File: config.mk
export PLATFORM = sky130hd
export DESIGN_NAME = annexb_nal_unit_splitter
export DESIGN_NICKNAME = d
export VERILOG_FILES = /design/src/sv/anbsplit_pkg.sv /design/src/sv/anbsplit_front.sv /design/src/sv/anbsplit_queue.sv /design/src/sv/anbsplit_back.sv /design/src/sv/annexb_nal_unit_splitter.sv
export SDC_FILE = /design/constraint.sdc
export NUM_CORES = 1
export LEC_CHECK = 0
export ABC_AREA = 0
export CAP_MARGIN = 15
export CORE_MARGIN = 2
export CORE_UTILIZATION = 30
export DETAILED_ROUTE_END_ITERATION = 16
export DONT_BUFFER_PORTS = 1
export PLACE_DENSITY = 0.54
export SYNTH_ARGS = -nofsm -noshare
export SYNTH_HDL_FRONTEND = slang
export SYNTH_SLANG_ARGS = --single-unit
File: constraint.sdc
create_clock -name clock -period 9.8 [get_ports clock]
set_input_delay 1.96 -clock clock [delete_from_list [all_inputs] [get_ports clock]]
set_output_delay 1.96 -clock clock [all_outputs]
set_load 0.02 [all_outputs]
File: src/sv/anbsplit_pkg.sv
// ----------------------------------------------------------------------------
// anbsplit_pkg
// Shared types and constants of the Annex B NAL unit splitter: the command
// that travels from the byte classifier to the result expander.
// ----------------------------------------------------------------------------
package anbsplit_pkg;

   localparam int BYTE_W      = 8;
   localparam int TYPE_W      = 5;
   localparam int OUT_INDEX_W = 16;
   localparam int ZERO_CMD_W  = 3;   // up to four zeros released by one byte
   localparam int STEP_W      = 3;   // up to five micro-operations per command

   localparam logic [BYTE_W-1:0] ZERO_BYTE = 8'h00;
   localparam logic [BYTE_W-1:0] ONE_BYTE  = 8'h01;
   localparam logic [BYTE_W-1:0] TYPE_MASK = 8'h1f;
   localparam logic [TYPE_W-1:0] IDR_TYPE  = 5'd5;
   localparam logic [1:0]        ZERO_HOLD_MAX = 2'd3;
   localparam logic [1:0]        START_ZEROS   = 2'd2;

   // Work for the back end: push some zeros, then maybe a byte, then maybe
   // close the open unit.
   typedef struct packed {
      logic [ZERO_CMD_W-1:0] zeros;
      logic                  push_byte;
      logic [BYTE_W-1:0]     data;
      logic                  close;
   } cmd_type;

endpackage

File: src/sv/anbsplit_front.sv
// ----------------------------------------------------------------------------
// anbsplit_front
// Byte classifier: tracks start code zeros and whether a unit is open, and
// turns each accepted byte into a command for the result expander.
// ----------------------------------------------------------------------------
module anbsplit_front (
   input  logic                          clock,
   input  logic                          reset,
   input  logic                          req_valid,
   output logic                          req_stall,
   input  logic [anbsplit_pkg::BYTE_W-1:0] req_in_byte,
   input  logic                          req_buffer_end,
   input  logic                          queue_full,
   output logic                          cmd_push,
   output anbsplit_pkg::cmd_type         cmd_data
);
   import anbsplit_pkg::*;

   logic       inside_ff, inside_in;
   logic [1:0] held_ff, held_in;
   logic       accept;
   cmd_type    cmd;

   assign req_stall = queue_full;
   assign accept    = req_valid && !queue_full;

   // Classify the byte and build its command
   always_comb begin
      inside_in     = inside_ff;
      held_in       = held_ff;
      cmd.zeros     = '0;
      cmd.push_byte = 1'b0;
      cmd.data      = req_in_byte;
      cmd.close     = 1'b0;
      if (req_in_byte == ZERO_BYTE) begin
         if (held_ff != ZERO_HOLD_MAX) begin
            held_in = held_ff + 2'd1;
         end else if (inside_ff) begin
            cmd.zeros = ZERO_CMD_W'(1);
         end
      end else if (req_in_byte == ONE_BYTE && held_ff >= START_ZEROS) begin
         cmd.close = inside_ff;
         held_in   = '0;
         inside_in = 1'b1;
      end else begin
         if (inside_ff) begin
            cmd.zeros     = ZERO_CMD_W'(held_ff);
            cmd.push_byte = 1'b1;
         end
         held_in = '0;
      end
      // Buffer end flushes held zeros and closes the unit
      if (req_buffer_end) begin
         if (inside_in) begin
            cmd.zeros = cmd.zeros + ZERO_CMD_W'(held_in);
            cmd.close = 1'b1;
         end
         inside_in = 1'b0;
         held_in   = '0;
      end
   end

   // Drop commands that carry no work
   assign cmd_push = accept && (cmd.zeros != '0 || cmd.push_byte || cmd.close);
   assign cmd_data = cmd;

   always_ff @(posedge clock) begin
      if (reset) begin
         inside_ff <= 1'b0;
         held_ff   <= '0;
      end else if (accept) begin
         inside_ff <= inside_in;
         held_ff   <= held_in;
      end
   end

endmodule

File: src/sv/anbsplit_queue.sv
// ----------------------------------------------------------------------------
// anbsplit_queue
// Short command queue between the classifier and the expander.
// ----------------------------------------------------------------------------
module anbsplit_queue #(
   parameter int DEPTH = 4
) (
   input  logic                  clock,
   input  logic                  reset,
   input  logic                  push,
   input  anbsplit_pkg::cmd_type push_data,
   output logic                  full,
   input  logic                  pop,
   output anbsplit_pkg::cmd_type head,
   output logic                  head_valid
);
   import anbsplit_pkg::*;

   localparam int PTR_W = (DEPTH > 1) ? $clog2(DEPTH) : 1;
   localparam int CNT_W = $clog2(DEPTH + 1);
   localparam logic [PTR_W-1:0] LAST_PTR = PTR_W'(DEPTH - 1);
   localparam logic [CNT_W-1:0] FULL_CNT = CNT_W'(DEPTH);

   cmd_type            slot_ff [DEPTH];
   logic [PTR_W-1:0]   wr_ptr_ff, rd_ptr_ff;
   logic [CNT_W-1:0]   count_ff;
   logic               do_push, do_pop;

   assign full       = (count_ff == FULL_CNT);
   assign head_valid = (count_ff != '0);
   assign head       = slot_ff[rd_ptr_ff];
   assign do_push    = push && !full;
   assign do_pop     = pop && head_valid;

   // Advance pointers and occupancy
   always_ff @(posedge clock) begin
      if (reset) begin
         wr_ptr_ff <= '0;
         rd_ptr_ff <= '0;
         count_ff  <= '0;
      end else begin
         if (do_push) begin
            wr_ptr_ff <= (wr_ptr_ff == LAST_PTR) ? '0 : wr_ptr_ff + PTR_W'(1);
         end
         if (do_pop) begin
            rd_ptr_ff <= (rd_ptr_ff == LAST_PTR) ? '0 : rd_ptr_ff + PTR_W'(1);
         end
         if (do_push && !do_pop) begin
            count_ff <= count_ff + CNT_W'(1);
         end else if (do_pop && !do_push) begin
            count_ff <= count_ff - CNT_W'(1);
         end
      end
   end

   // Store the incoming transaction
   always_ff @(posedge clock) begin
      if (do_push) begin
         slot_ff[wr_ptr_ff] <= push_data;
      end
   end

endmodule

File: src/sv/anbsplit_back.sv
// ----------------------------------------------------------------------------
// anbsplit_back
// Result expander: steps through each command one micro-operation a cycle
// if not stalled, keeps the pending payload byte, drives the output register.
// ----------------------------------------------------------------------------
module anbsplit_back #(
   parameter int INDEX_BITS = 16
) (
   input  logic                                clock,
   input  logic                                reset,
   input  anbsplit_pkg::cmd_type               head,
   input  logic                                head_valid,
   output logic                                pop,
   output logic                                rsp_valid,
   input  logic                                rsp_stall,
   output logic [anbsplit_pkg::BYTE_W-1:0]     rsp_out_byte,
   output logic                                rsp_nal_first,
   output logic                                rsp_nal_last,
   output logic [anbsplit_pkg::TYPE_W-1:0]     rsp_unit_type,
   output logic                                rsp_idr_flag,
   output logic [anbsplit_pkg::OUT_INDEX_W-1:0] rsp_byte_index,
   output logic                                rsp_step_last
);
   import anbsplit_pkg::*;

   logic [STEP_W-1:0]     step_ff, step_in;
   logic [STEP_W-1:0]     n_ops;
   logic                  is_zero, is_byte, is_close, is_final;
   logic                  out_free, fire, emit;
   logic [BYTE_W-1:0]     push_val, push_masked;

   // pending payload byte
   logic                  pend_valid_ff;
   logic [BYTE_W-1:0]     pend_value_ff;
   logic                  pend_first_ff;
   logic [TYPE_W-1:0]     cur_type_ff;
   logic [INDEX_BITS-1:0] count_ff;
   logic [31:0]           count_wide;

   // output register
   logic                   rsp_valid_ff;
   logic [BYTE_W-1:0]      out_byte_ff;
   logic                   first_ff, last_ff, idr_ff, step_last_ff;
   logic [TYPE_W-1:0]      type_ff;
   logic [OUT_INDEX_W-1:0] index_ff;

   // Decode the current micro-operation of the head command
   assign n_ops    = STEP_W'(head.zeros) + STEP_W'(head.push_byte) + STEP_W'(head.close);
   assign is_zero  = (STEP_W'(head.zeros) > step_ff);
   assign is_byte  = !is_zero && head.push_byte && (step_ff == STEP_W'(head.zeros));
   assign is_close = !is_zero && !is_byte;
   assign is_final = (step_ff == n_ops - STEP_W'(1));

   // Every operation emits the pending byte, if there is one
   assign out_free = !rsp_valid_ff || !rsp_stall;
   assign fire     = head_valid && (!pend_valid_ff || out_free);
   assign emit     = fire && pend_valid_ff;
   assign pop      = fire && is_final;
   assign step_in  = pop ? '0 : step_ff + STEP_W'(1);

   assign push_val    = is_byte ? head.data : ZERO_BYTE;
   assign push_masked = push_val & TYPE_MASK;
   assign count_wide  = 32'(count_ff);

   // Control state
   always_ff @(posedge clock) begin
      if (reset) begin
         step_ff       <= '0;
         pend_valid_ff <= 1'b0;
         pend_first_ff <= 1'b0;
         rsp_valid_ff  <= 1'b0;
      end else begin
         if (fire) begin
            step_ff       <= step_in;
            pend_valid_ff <= !is_close;
            pend_first_ff <= !is_close && !pend_valid_ff;
         end
         if (emit) begin
            rsp_valid_ff <= 1'b1;
         end else if (!rsp_stall) begin
            rsp_valid_ff <= 1'b0;
         end
      end
   end

   // Pending byte payload, unit type and saturating index
   always_ff @(posedge clock) begin
      if (fire) begin
         if (is_close) begin
            count_ff <= '0;
         end else begin
            pend_value_ff <= push_val;
            if (pend_valid_ff) begin
               if (!(&count_ff)) begin
                  count_ff <= count_ff + INDEX_BITS'(1);
               end
            end else begin
               count_ff    <= '0;
               cur_type_ff <= push_masked[TYPE_W-1:0];
            end
         end
      end
   end

   // Load the output register with the pending byte
   always_ff @(posedge clock) begin
      if (emit) begin
         out_byte_ff  <= pend_value_ff;
         first_ff     <= pend_first_ff;
         last_ff      <= is_close;
         type_ff      <= cur_type_ff;
         idr_ff       <= (cur_type_ff == IDR_TYPE);
         index_ff     <= count_wide[OUT_INDEX_W-1:0];
         step_last_ff <= is_final;
      end
   end

   assign rsp_valid      = rsp_valid_ff;
   assign rsp_out_byte   = out_byte_ff;
   assign rsp_nal_first  = first_ff;
   assign rsp_nal_last   = last_ff;
   assign rsp_unit_type  = type_ff;
   assign rsp_idr_flag   = idr_ff;
   assign rsp_byte_index = index_ff;
   assign rsp_step_last  = step_last_ff;

endmodule

File: src/sv/annexb_nal_unit_splitter.sv
// ----------------------------------------------------------------------------
// annexb_nal_unit_splitter
// Annex B start code parser: strips start codes and tags NAL payload bytes.
// ----------------------------------------------------------------------------
// One input byte is taken per cycle while the command queue has room. Each
// byte becomes a command in the classifier; the expander then works through
// it one micro-operation at a time, so an ordinary payload byte needs one
// micro-operation and a byte that releases held zeros or ends a buffer needs
// up to five, producing up to five results. The queue (QUEUE_DEPTH commands)
// soaks up these bursts; req_stall rises only when it is full. A result
// passes through the command queue and the output register after the byte
// that completes it, every payload byte being held back until the next one
// arrives or its unit closes, so the last can be marked.
// ----------------------------------------------------------------------------
module annexb_nal_unit_splitter #(
   parameter int INDEX_BITS  = 16,
   parameter int QUEUE_DEPTH = 4
) (
   input  logic                                 clock,
   input  logic                                 reset,
   input  logic                                 req_valid,
   output logic                                 req_stall,
   input  logic [anbsplit_pkg::BYTE_W-1:0]      req_in_byte,
   input  logic                                 req_buffer_end,
   output logic                                 rsp_valid,
   input  logic                                 rsp_stall,
   output logic [anbsplit_pkg::BYTE_W-1:0]      rsp_out_byte,
   output logic                                 rsp_nal_first,
   output logic                                 rsp_nal_last,
   output logic [anbsplit_pkg::TYPE_W-1:0]      rsp_unit_type,
   output logic                                 rsp_idr_flag,
   output logic [anbsplit_pkg::OUT_INDEX_W-1:0] rsp_byte_index,
   output logic                                 rsp_step_last
);
   import anbsplit_pkg::*;

   logic    queue_full, cmd_push, pop, head_valid;
   cmd_type cmd_data, head;

   // Classify incoming bytes
   anbsplit_front u_front (
      .clock          (clock),
      .reset          (reset),
      .req_valid      (req_valid),
      .req_stall      (req_stall),
      .req_in_byte    (req_in_byte),
      .req_buffer_end (req_buffer_end),
      .queue_full     (queue_full),
      .cmd_push       (cmd_push),
      .cmd_data       (cmd_data)
   );

   // Decouple classifier and expander
   anbsplit_queue #(
      .DEPTH (QUEUE_DEPTH)
   ) u_queue (
      .clock      (clock),
      .reset      (reset),
      .push       (cmd_push),
      .push_data  (cmd_data),
      .full       (queue_full),
      .pop        (pop),
      .head       (head),
      .head_valid (head_valid)
   );

   // Expand commands into results
   anbsplit_back #(
      .INDEX_BITS (INDEX_BITS)
   ) u_back (
      .clock          (clock),
      .reset          (reset),
      .head           (head),
      .head_valid     (head_valid),
      .pop            (pop),
      .rsp_valid      (rsp_valid),
      .rsp_stall      (rsp_stall),
      .rsp_out_byte   (rsp_out_byte),
      .rsp_nal_first  (rsp_nal_first),
      .rsp_nal_last   (rsp_nal_last),
      .rsp_unit_type  (rsp_unit_type),
      .rsp_idr_flag   (rsp_idr_flag),
      .rsp_byte_index (rsp_byte_index),
      .rsp_step_last  (rsp_step_last)
   );

endmodule

# Yosys cells after proc, flatten, opt, wreduce, memory -nomap -nowiden
# Memory sizes are Yosys's and may differ from the RTL's. A register that Yosys moved wholly into a read port is not among the register bits.
# Index checks and enable logic that the tools add are counted.
# classes
n_addsub	11
magnitude_cmp	2
n_eq_ne	10
muxes	31
bitwise_logic	2
n_reduce_logical	36
# ops
cell	count
2-to-1 mux 3 bit	9
adder 16 x 1 -> 16 bit (second input constant)	1
2-to-1 mux 16 bit	1
AND reduction 16 bit	1
logical AND 1 bit	14
2-to-1 mux 2 bit	7
2-to-1 mux 1 bit	13
logical NOT 1 bit	9
== test 8 x 1 -> 1 bit (second input constant)	1
logical NOT 8 bit	1
adder 2 x 1 -> 2 bit (second input constant)	3
adder 3 x 1 -> 3 bit	2
adder 3 x 1 -> 3 bit (second input constant)	2
== test 3 bit	2
nonzero test 3 bit	2
subtractor 3 x 1 -> 3 bit (second input constant)	2
== test 5 x 3 -> 1 bit (second input constant)	1
2-to-1 mux 5 bit	1
== test 2 bit (second input constant)	2
logical OR 1 bit	4
AND reduction 2 bit	2
adder 3 x 2 -> 3 bit	1
== test 3 bit (second input constant)	1
greater-than comparator 3 bit	1
other kinds (8)	9
# word_totals
regBits	78
ram_bits	52
input_bits	13
out_inout_bits	35
word_cells	113
n_memories	1
# mem_list
name	depth	width	read_ports	rd_clocked_by_memory_dff	write_ports	line	text
u_queue.slot_ff	4	13	1	1	1	anbsplit_queue.sv:24	cmd_type slot_ff [DEPTH];

# Depth between registers and ports, before layout
# Gate-level depths: netlist of run 1.
# logic_depth
ltp_word	16
ltp_mapped	17

# Cells and area by module
# From an unflattened synthesis of run 1, not the netlist that was laid out.
# unflattened
cells_unflattened	365
area_unflattened_um2	5640.4
# modules_own_cells
module	n_inst	cells_each	area_per_inst_um2
anbsplit_back	1	189	2807.7
anbsplit_queue	1	117	2363.5
anbsplit_front	1	59	469.2

# Worst setup path before layout of run 1
# Ideal clock, no wire load.
# synth_timing
path_kind	input port to flip-flop
startpoint	input port req_in_byte[6] (netlist bit)
endpoint	register u_queue.count_ff[2]
t_arrival_ns	4.341
path_slack_ns	5.389
path_stages	10
path_cell_list	or4_1 > nor4_1 > o21a_1 > buf_2 > ha_1 > inv_1 > fa_1 > xor2_1 > or3_1 > a21oi_1
# synth_via
elab_chain_cells	15
# synth_lines
element	line	text
start, declared	annexb_nal_unit_splitter.sv:23	input logic [anbsplit_pkg::BYTE_W-1:0] req_in_byte,
== test 8 x 1 -> 1 bit	anbsplit_front.sv:41	end else if (req_in_byte == ONE_BYTE && held_ff >= START_ZEROS) begin
logical AND 1 bit	anbsplit_front.sv:41	
2-to-1 mux 3 bit	anbsplit_front.sv:41	
2-to-1 mux 3 bit	anbsplit_front.sv:35	if (req_in_byte == ZERO_BYTE) begin
adder 3 x 2 -> 3 bit	anbsplit_front.sv:55	cmd.zeros = cmd.zeros + ZERO_CMD_W'(held_in);
2-to-1 mux 3 bit	anbsplit_front.sv:54	if (inside_in) begin
2-to-1 mux 3 bit	anbsplit_front.sv:53	if (req_buffer_end) begin
nonzero test 3 bit	anbsplit_front.sv:64	assign cmd_push = accept && (cmd.zeros != '0 || cmd.push_byte || cmd.close);
logical OR 1 bit	anbsplit_front.sv:64	
logical OR 1 bit (*)	anbsplit_front.sv:64	
logical AND 1 bit (*)	anbsplit_front.sv:64	
logical AND 1 bit (*)	anbsplit_queue.sv:32	assign do_push = push && !full;
net u_queue.do_push	anbsplit_queue.sv:27	logic do_push, do_pop;
logical NOT 1 bit	anbsplit_queue.sv:50	end else if (do_pop && !do_push) begin
logical AND 1 bit	anbsplit_queue.sv:50	
nonzero test 2 bit (no line)	n/a	
end signal, assigned	anbsplit_queue.sv:49	count_ff <= count_ff + CNT_W'(1);
end signal, assigned	anbsplit_queue.sv:51	count_ff <= count_ff - CNT_W'(1);
end, declared	anbsplit_queue.sv:26	logic [CNT_W-1:0] count_ff;
# The timed path passes the listed nets; every way through them passes the cells marked *.
# A chain may end at the register's enable or synchronous reset.

==> qor.json, run 1 <==
{
  "run_status": {
    "status": "finished clean"
  },
  "clocking": {
    "htree_depth": 4,
    "post-cts-setup-buffer-count": 0,
    "number_of_buffers_between_clock_root_and_the_deepest_sink": 2,
    "cts_repair_resize_count": 0,
    "clock_latency_ps": 410,
    "cts.sink_count": 132,
    "clock_pin_slew_on_the_worst_setup_and_hold_paths_ps": 50,
    "cts_tree": "done",
    "post_cts_hold_buffer_count": 0,
    "numCtsBuffers": 17,
    "clock-root-buffer": "sky130_fd_sc_hd__clkbuf_16"
  },
  "route": {
    "drt_pass1_iterations": 4,
    "routed-via-count": 2739,
    "vias_per_cell": 4.57,
    "postRouteWirelength_um": 9260,
    "drt.antenna.violating_nets": 0,
    "detailedRoute.firstIterationViolations": 153,
    "drt_drc_violations_left": 0,
    "wl_per_cell_um": 15.5
  },
  "floorplanning": {
    "core_region_area_mm2": 0.0174,
    "floorplan.die.height_um": 138,
    "die_extent_in_x_um": 138,
    "boundaryPins": 48,
    "std_cell_rows": 48,
    "die_ar_mm2": 0.0190,
    "initial_core_util_pct": 30.9
  },
  "cells_and_area": {
    "insertedDiodeCount": 0,
    "fin_area_mm2": 0.00621,
    "postLayoutCoreUtil_pct": 35.6,
    "finish.net_count": 392,
    "drive_gt1_share_pct": 11.5,
    "syn2layout_area_growth_pct": 15.3
  },
  "power": {
    "powerDensity_mw_per_mm2": 197,
    "worst_ir_drop_vdd_v": 0.000127,
    "cell_leakage_power_nw": 2.02,
    "report.power.total_w": 0.00122
  },
  "logic_synthesis": {
    "syn-cell-area_mm2": 0.00538,
    "syn_area_per_cell_um2": 15.3,
    "synth_async_sr_flop_share_pct": 0,
    "synth_most_common_cell": "sky130_fd_sc_hd__edfxtp_1",
    "synth_seq_cells": 132,
    "synth_largest_area_cell": "sky130_fd_sc_hd__edfxtp_1",
    "postSynth.topFlopCell": "sky130_fd_sc_hd__edfxtp_1",
    "synthDistinctLibCells": 42,
    "synth_edf_count": 114,
    "synth.top_cells.by_count": "114 x sky130_fd_sc_hd__edfxtp_1, 40 x sky130_fd_sc_hd__nor2_1, 20 x sky130_fd_sc_hd__nand2_1",
    "synthesis.nets": 381,
    "postSynthCellCount": 351,
    "ys.warnings.count": 0,
    "ys_top_cells_by_area": "sky130_fd_sc_hd__edfxtp_1 64%, sky130_fd_sc_hd__dfxtp_1 6.7%, sky130_fd_sc_hd__mux4_2 5.0%, sky130_fd_sc_hd__ha_1 3.3%, sky130_fd_sc_hd__nor2_1 2.8%",
    "netlist.area_leader.share_pct": 63.6,
    "yosysSeqAreaShare_pct": 70.3
  },
  "worst_setup_path": {
    "cp-end-kind": "flip-flop",
    "critPathKind": "reg -> reg",
    "crit_required_ps": 10150,
    "setup.worst_path.start_class": "flip-flop",
    "worst_path_fanout_max": 13,
    "critPathArrivalTime_ps": 4610
  },
  "sta": {
    "fin_crit_sh_pct": 43.5,
    "setup_repair_after_global_routing_missed_its_margin": "no",
    "report.final.hold_viol_count": 0,
    "max_freq_mhz": 234,
    "timing.final.crit_period_ps": 4270,
    "clock_tree_skew_after_final_layout_ps": 8.89,
    "slew_viol_final": 0,
    "finalSetupViolCount": 0,
    "final.setup.tns_ps": 0,
    "worst_pin_slew_ps": 889,
    "slew-limit-headroom_pct": 40.6
  },
  "placed_design": {
    "placed_area_mm2": 0.00564,
    "dp.final_hpwl_um": 6400,
    "io_buffer_count": 0,
    "gp_congestion": 0.850
  },
  "min_path": {
    "worst_hold_path_type": "reg -> reg"
  },
  "global_routing": {
    "wire_length_of_the_first_global_routing_pass_um": 14700,
    "vias_in_the_first_global_route": 2657,
    "globalRoute.totalOverflow": 0,
    "pin_count_of_the_biggest_net_entering_global_routing": 31,
    "antenna_found_initial": 0,
    "grt_usage_pct": 10.6
  },
  "job": {
    "maxCapViolCount": 0
  }
}
## metal layers
metal	global-route usage, %	vias to the layer above	part of all wire, %
met2	16.0	69	46
li1	-	1322	-
met1	13.5	1335	48
met5	0	-	0
met3	4.02	13	5.0
met4	5.10	0	1.6
## layout make-up
type                    instances  area, µm²
inverters                      17       63.8
fillers                      1661      11200
multi-input cells             193       1500
well taps                     225        282
repair buffers                  1       7.51
flip-flops and latches        132       3780
clock inverters                12        139
clock buffers                  19        433
## per-stage QoR
step / setup slack (ps) / hold slack (ps) / instances
detailed placement: 5130 / 406 / 568
floorplan: 5390 / 400 / 351
global placement: 5170 / 403 / 568
finish: 5530 / 417 / 599
CTS: 5440 / 419 / 599
global route: 5190 / 425 / 599
## where the power goes
group | internal (W) | leakage, nW | switching [W] | total (W)
clock | 0.000394 | 0.283 | 0.000221 | 0.000615
combinational | 0.000000869 | 0.554 | 0.00000116 | 0.00000203
sequential | 0.000604 | 1.18 | 0.00000000615 | 0.000604
total | 0.000999 | 2.02 | 0.000222 | 0.00122
## cells in the final DEF (no fill, tap or decap), types with 2 or more instances in the layout
| master | synthesis | layout |
|---|---|---|
| sky130_fd_sc_hd__edfxtp_1 | 114 | 114 |
| sky130_fd_sc_hd__nor2_1 | 40 | 40 |
| sky130_fd_sc_hd__nand2_1 | 20 | 20 |
| sky130_fd_sc_hd__dfxtp_1 | 18 | 18 |
| sky130_fd_sc_hd__inv_1 | 17 | 17 |
| sky130_fd_sc_hd__clkbuf_16 | 0 | 17 |
| sky130_fd_sc_hd__ha_1 | 14 | 14 |
| sky130_fd_sc_hd__mux4_2 | 12 | 12 |
| sky130_fd_sc_hd__nand3_1 | 12 | 12 |
| sky130_fd_sc_hd__xor2_1 | 11 | 11 |
| sky130_fd_sc_hd__nor2b_1 | 10 | 10 |
| sky130_fd_sc_hd__xnor2_1 | 10 | 10 |
| sky130_fd_sc_hd__a21oi_1 | 8 | 8 |
| sky130_fd_sc_hd__nor3_1 | 6 | 6 |
| sky130_fd_sc_hd__mux2i_1 | 5 | 5 |
| sky130_fd_sc_hd__or3_1 | 4 | 4 |
| sky130_fd_sc_hd__a31oi_1 | 4 | 4 |
| sky130_fd_sc_hd__and2_1 | 4 | 4 |
| sky130_fd_sc_hd__clkinv_2 | 0 | 4 |
| sky130_fd_sc_hd__nor4_1 | 3 | 3 |
| sky130_fd_sc_hd__o21a_1 | 3 | 3 |
| sky130_fd_sc_hd__fa_1 | 3 | 3 |
| sky130_fd_sc_hd__bufinv_16 | 0 | 3 |
| sky130_fd_sc_hd__clkinv_1 | 0 | 3 |
| sky130_fd_sc_hd__a211oi_1 | 2 | 2 |
| sky130_fd_sc_hd__o21ai_0 | 2 | 2 |
| sky130_fd_sc_hd__a21o_1 | 2 | 2 |
| sky130_fd_sc_hd__and3_1 | 2 | 2 |
| sky130_fd_sc_hd__clkinv_4 | 0 | 2 |
| sky130_fd_sc_hd__clkbuf_1 | 6 | 2 |
## kinds of logic (layout without fill, tap and decap cells)
group | count (synthesis) | count (layout) | share of synthesized area [%]
flops | 132 | 132 | 70.3
mux | 18 | 18 | 6.44
fa+ha+maj | 18 | 18 | 4.56
buf+inv | 26 | 49 | 1.88
simple gates | 109 | 109 | 9.83
compound gates | 26 | 26 | 3.16
xor+xnor | 22 | 22 | 3.86
## registers in the layout, indices dropped and copies added, names as in the netlist, 3 cells and up, named ones only
name and cells:
u_back.rsp_byte_index 16, u_back.step_ff 3, u_back.rsp_unit_type 5, u_queue.slot_ff 52, u_back.count_ff 16, u_back.rsp_out_byte 8
u_back.cur_type_ff 5, u_queue.count_ff 3, u_back.pend_value_ff 8
## worst max-delay path, cell delays in order, from the launching register on
cell	delay (ps)
sky130_fd_sc_hd__dfxtp_1	900
sky130_fd_sc_hd__mux4_2	590
sky130_fd_sc_hd__inv_1	100
sky130_fd_sc_hd__ha_1	220
sky130_fd_sc_hd__inv_1	60
sky130_fd_sc_hd__ha_1	160
sky130_fd_sc_hd__fa_1	430
sky130_fd_sc_hd__xnor2_1	140
sky130_fd_sc_hd__nand2_1	180
sky130_fd_sc_hd__nor3_4	80
sky130_fd_sc_hd__inv_1	80
sky130_fd_sc_hd__ha_1	180
sky130_fd_sc_hd__inv_1	60
sky130_fd_sc_hd__fa_1	430
sky130_fd_sc_hd__xor2_1	150
sky130_fd_sc_hd__or3_1	300
sky130_fd_sc_hd__a21oi_1	130
## worst paths after layout
path                            cells after the start  slack, ps                      to                     from
worst max-delay path                               16       5530     u_queue.count_ff[2]                flip-flop
worst min-delay path                                0        420  u_back.rsp_out_byte[1]  u_back.pend_value_ff[1]
worst max register to register                     16       5530     u_queue.count_ff[2]                flip-flop
worst min register to register                      0        420  u_back.rsp_out_byte[1]  u_back.pend_value_ff[1]
(Power assumes the default switching activity.)
==> inputs of run 2 (changes only) <==
PLACE_DENSITY = 0.55   (was 0.54)
clock period = 3.6 ns   (was 9.8 ns; I/O delays follow)
==> run 2 against run 1 <==
  * Non-clock buffer count is 15 higher
  * Register-to-register slack worse by 5400 ps
  * Sequential power grew to 2.7 times the previous value
  * Largest power group is now registers
  * Via count is 3.6% higher
  * Hold slack worse by 43 ps
  * Core utilization is 0.83 points higher
  * Largest cell class unchanged
  * Flip-flop and latch count stayed put
  * Sequential share of layout area is 1.3 points lower
  * Maximum frequency is 24% higher
  * Setup slack worse by 5400 ps
  * Die area stayed put
==> qor.json, run 2 (synthesis gave the netlist of run 1 again) <==
{
  "worst_setup_path": {
    "setup.worst_path.start_class": {"value": "flip-flop", "change": "unchanged"},
    "critPathArrivalTime": {"value": 3780, "unit": "ps", "change": "was 4610 ps"},
    "worst_path_fanout_max": {"value": 5, "change": "was 13"},
    "crit_required": {"value": 3950, "unit": "ps", "change": "was 10150 ps"},
    "critPathKind": {"value": "reg -> reg", "change": "unchanged"},
    "cp-end-kind": {"value": "flip-flop", "change": "unchanged"}
  },
  "cells_and_area": {
    "largest_reg_flops": {"value": 52, "change": "unchanged"},
    "fin_area": {"value": 0.00635, "unit": "mm²", "change": "was 0.00621 mm²"},
    "mostFrequentLayoutCell": {"value": "sky130_fd_sc_hd__edfxtp_1", "change": "unchanged"},
    "mostFrequentLayoutCells": {"value": "114 x sky130_fd_sc_hd__edfxtp_1, 40 x sky130_fd_sc_hd__nor2_1, 19 x sky130_fd_sc_hd__nand2_1", "change": "was 114 x sky130_fd_sc_hd__edfxtp_1, 40 x sky130_fd_sc_hd__nor2_1, 20 x sky130_fd_sc_hd__nand2_1"},
    "finish.net_count": {"value": 407, "change": "was 392"},
    "drive_gt1_share": {"value": 18.5, "unit": "%", "change": "was 11.5%"},
    "largest-register": {"value": "u_queue.slot_ff", "change": "unchanged"},
    "syn2layout_area_growth": {"value": 18.0, "unit": "%", "change": "was 15.3%"},
    "insertedDiodeCount": {"value": 0, "change": "unchanged"}
  },
  "global_routing": {
    "globalRoute.totalOverflow": {"value": 0, "change": "unchanged"},
    "grt_usage": {"value": 11.0, "unit": "%", "change": "was 10.6%"},
    "vias_in_the_first_global_route": {"value": 2923, "change": "was 2657"},
    "pin_count_of_the_biggest_net_entering_global_routing": {"value": 32, "change": "was 31"},
    "wire_length_of_the_first_global_routing_pass": {"value": 15300, "unit": "µm", "change": "was 14700 µm"},
    "antenna_found_initial": {"value": 0, "change": "unchanged"}
  },
  "route": {
    "postRouteWirelength": {"value": 9590, "unit": "µm", "change": "was 9260 µm"},
    "wl_met3": {"value": 589, "unit": "µm", "change": "was 459 µm"},
    "drt.antenna.violating_nets": {"value": 0, "change": "unchanged"},
    "drt_pass1_iterations": {"value": 4, "change": "unchanged"},
    "drt_drc_violations_left": {"value": 0, "change": "unchanged"},
    "vias_per_cell": {"value": 4.61, "change": "was 4.57"},
    "top_signal_layer_used": {"value": "met4", "change": "unchanged"},
    "wirelength_met1": {"value": 4140, "unit": "µm", "change": "was 4410 µm"},
    "routed-via-count": {"value": 2837, "change": "was 2739"},
    "wl_met2": {"value": 4690, "unit": "µm", "change": "was 4250 µm"},
    "wl_per_cell": {"value": 15.6, "unit": "µm", "change": "was 15.5 µm"},
    "detailedRoute.firstIterationViolations": {"value": 201, "change": "was 153"}
  },
  "power": {
    "cell_leakage_power": {"value": 2.08, "unit": "nW", "change": "was 2.02 nW"},
    "worst_ir_drop_vdd": {"value": 0.000346, "unit": "V", "change": "was 0.000127 V"},
    "powerDensity": {"value": 511, "unit": "mW/mm²", "change": "was 197 mW/mm²"}
  },
  "placed_design": {
    "io_buffer_count": {"value": 0, "change": "unchanged"},
    "gp_congestion": {"value": 0.741, "change": "was 0.850"},
    "placed_area": {"value": 0.00574, "unit": "mm²", "change": "was 0.00564 mm²"},
    "dp.final_hpwl": {"value": 6630, "unit": "µm", "change": "was 6400 µm"}
  },
  "clocking": {
    "cts.sink_count": {"value": 132, "change": "unchanged"},
    "number_of_buffers_between_clock_root_and_the_deepest_sink": {"value": 2, "change": "unchanged"},
    "clock-root-buffer": {"value": "sky130_fd_sc_hd__clkbuf_16", "change": "unchanged"},
    "clock_latency": {"value": 410, "unit": "ps", "change": "about the same"},
    "htree_depth": {"value": 4, "change": "unchanged"},
    "numCtsBuffers": {"value": 17, "change": "unchanged"},
    "cts_tree": {"value": "done", "change": "unchanged"},
    "clock_pin_slew_on_the_worst_setup_and_hold_paths": {"value": 50, "unit": "ps", "change": "about the same"}
  },
  "sta": {
    "timing.final.crit_period": {"value": 3440, "unit": "ps", "change": "was 4270 ps"},
    "max_freq": {"value": 291, "unit": "MHz", "change": "was 234 MHz"},
    "fin_crit_sh": {"value": 95.4, "unit": "%", "change": "was 43.5%"},
    "setup_repair_after_global_routing_missed_its_margin": {"value": "no", "change": "unchanged"},
    "clock_tree_skew_after_final_layout": {"value": 5.76, "unit": "ps", "change": "was 8.89 ps"},
    "finalSetupViolCount": {"value": 0, "change": "unchanged"},
    "slew-limit-headroom": {"value": 58.5, "unit": "%", "change": "was 40.6%"},
    "worst_pin_slew": {"value": 616, "unit": "ps", "change": "was 889 ps"},
    "report.final.hold_viol_count": {"value": 0, "change": "unchanged"},
    "slew_viol_final": {"value": 0, "change": "unchanged"},
    "final.setup.tns": {"value": 0, "unit": "ps", "change": "unchanged"}
  },
  "min_path": {
    "worst_hold_path_type": {"value": "in -> reg", "change": "was reg -> reg"}
  },
  "floorplanning": {
    "die_extent_in_x": {"value": 138, "unit": "µm", "change": "unchanged"},
    "core_region_area": {"value": 0.0174, "unit": "mm²", "change": "unchanged"},
    "boundaryPins": {"value": 48, "change": "unchanged"},
    "initial_core_util": {"value": 30.9, "unit": "%", "change": "unchanged"},
    "std_cell_rows": {"value": 48, "change": "unchanged"},
    "die_ar": {"value": 0.0190, "unit": "mm²", "change": "unchanged"},
    "floorplan.die.height": {"value": 138, "unit": "µm", "change": "unchanged"}
  },
  "job": {
    "maxCapViolCount": {"value": 0, "change": "unchanged"}
  },
  "run_status": {
    "status": {"value": "finished clean", "change": "unchanged"}
  }
}
[run 2: changes by cell type in the layout (fill, tap and decap cells not counted), sizes merged]
cell | previous run | this run
buf | 1 | 16
bufinv | 3 | 2
clkinvlp | 0 | 2
[run 2: per-layer routing]
layer  global-route usage (%)  up-vias
li1                         -     1352
met1                     13.0     1393
met2                     17.8       78
met3                     3.73       14
met4                     5.39        0
met5                        0        -
[run 2: repair_timing]
item                       4_1_cts  5_1_grt
setup endpoints to repair        0        1
setup buffers                    0        2
hold buffers                     0        0
gates resized for setup          0       13
[run 2: where the power goes]
group	switching, W	leakage [nW]	internal [W]
Sequential	0.0000000177	1.18	0.00164
Combinational	0.00000309	0.632	0.00000237
Clock	0.000596	0.269	0.00100
[run 2: worst max-delay path: stages, from the launching register on]
cell and delay, ps:
sky130_fd_sc_hd__dfxtp_4 370, sky130_fd_sc_hd__mux4_2 500, sky130_fd_sc_hd__inv_2 90, sky130_fd_sc_hd__ha_4 190, sky130_fd_sc_hd__inv_2 60, sky130_fd_sc_hd__ha_4 130
sky130_fd_sc_hd__fa_2 460, sky130_fd_sc_hd__xnor2_2 160, sky130_fd_sc_hd__nand2_2 100, sky130_fd_sc_hd__nor3_4 40, sky130_fd_sc_hd__inv_1 60, sky130_fd_sc_hd__ha_2 180
sky130_fd_sc_hd__inv_2 40, sky130_fd_sc_hd__fa_2 320, sky130_fd_sc_hd__xor2_1 170, sky130_fd_sc_hd__or3_1 350, sky130_fd_sc_hd__a21oi_1 120
[run 2: stage by stage]
stage	power [W]	hold WS, ps	setup slack (ps)	cells	util (%)
5_1_grt	0.00335	356	5.68	615	36.5
4_1_cts	0.00328	355	6.34	613	36.1
3_3_place_gp	0.00168	410	101	581	32.9
6_report	0.00325	374	164	615	36.5
3_5_place_dp	0.00168	406	18.7	581	32.9
2_1_floorplan	0.00168	400	6.97	351	-
[run 2: area by class of cell]
type	instances	area (µm²)
sequential	132	3790
clock buffer	19	433
timing repair buffer	16	120
tap	225	282
inverter	17	63.8
multi-input combinational	193	1550
fill	1660	11100
clock inverter	13	116
[run 2: worst paths after layout]
check | from | depth (start not counted) | endpoint | slack [ps]
worst max-delay path | flip-flop | 16 | u_queue.count_ff[2] | 160
worst min-delay path | reset | 1 | u_queue.wr_ptr_ff[0] | 370
worst max register to register | flip-flop | 16 | u_queue.count_ff[2] | 160
worst min register to register | u_back.pend_value_ff[4] | 0 | u_back.rsp_out_byte[4] | 420
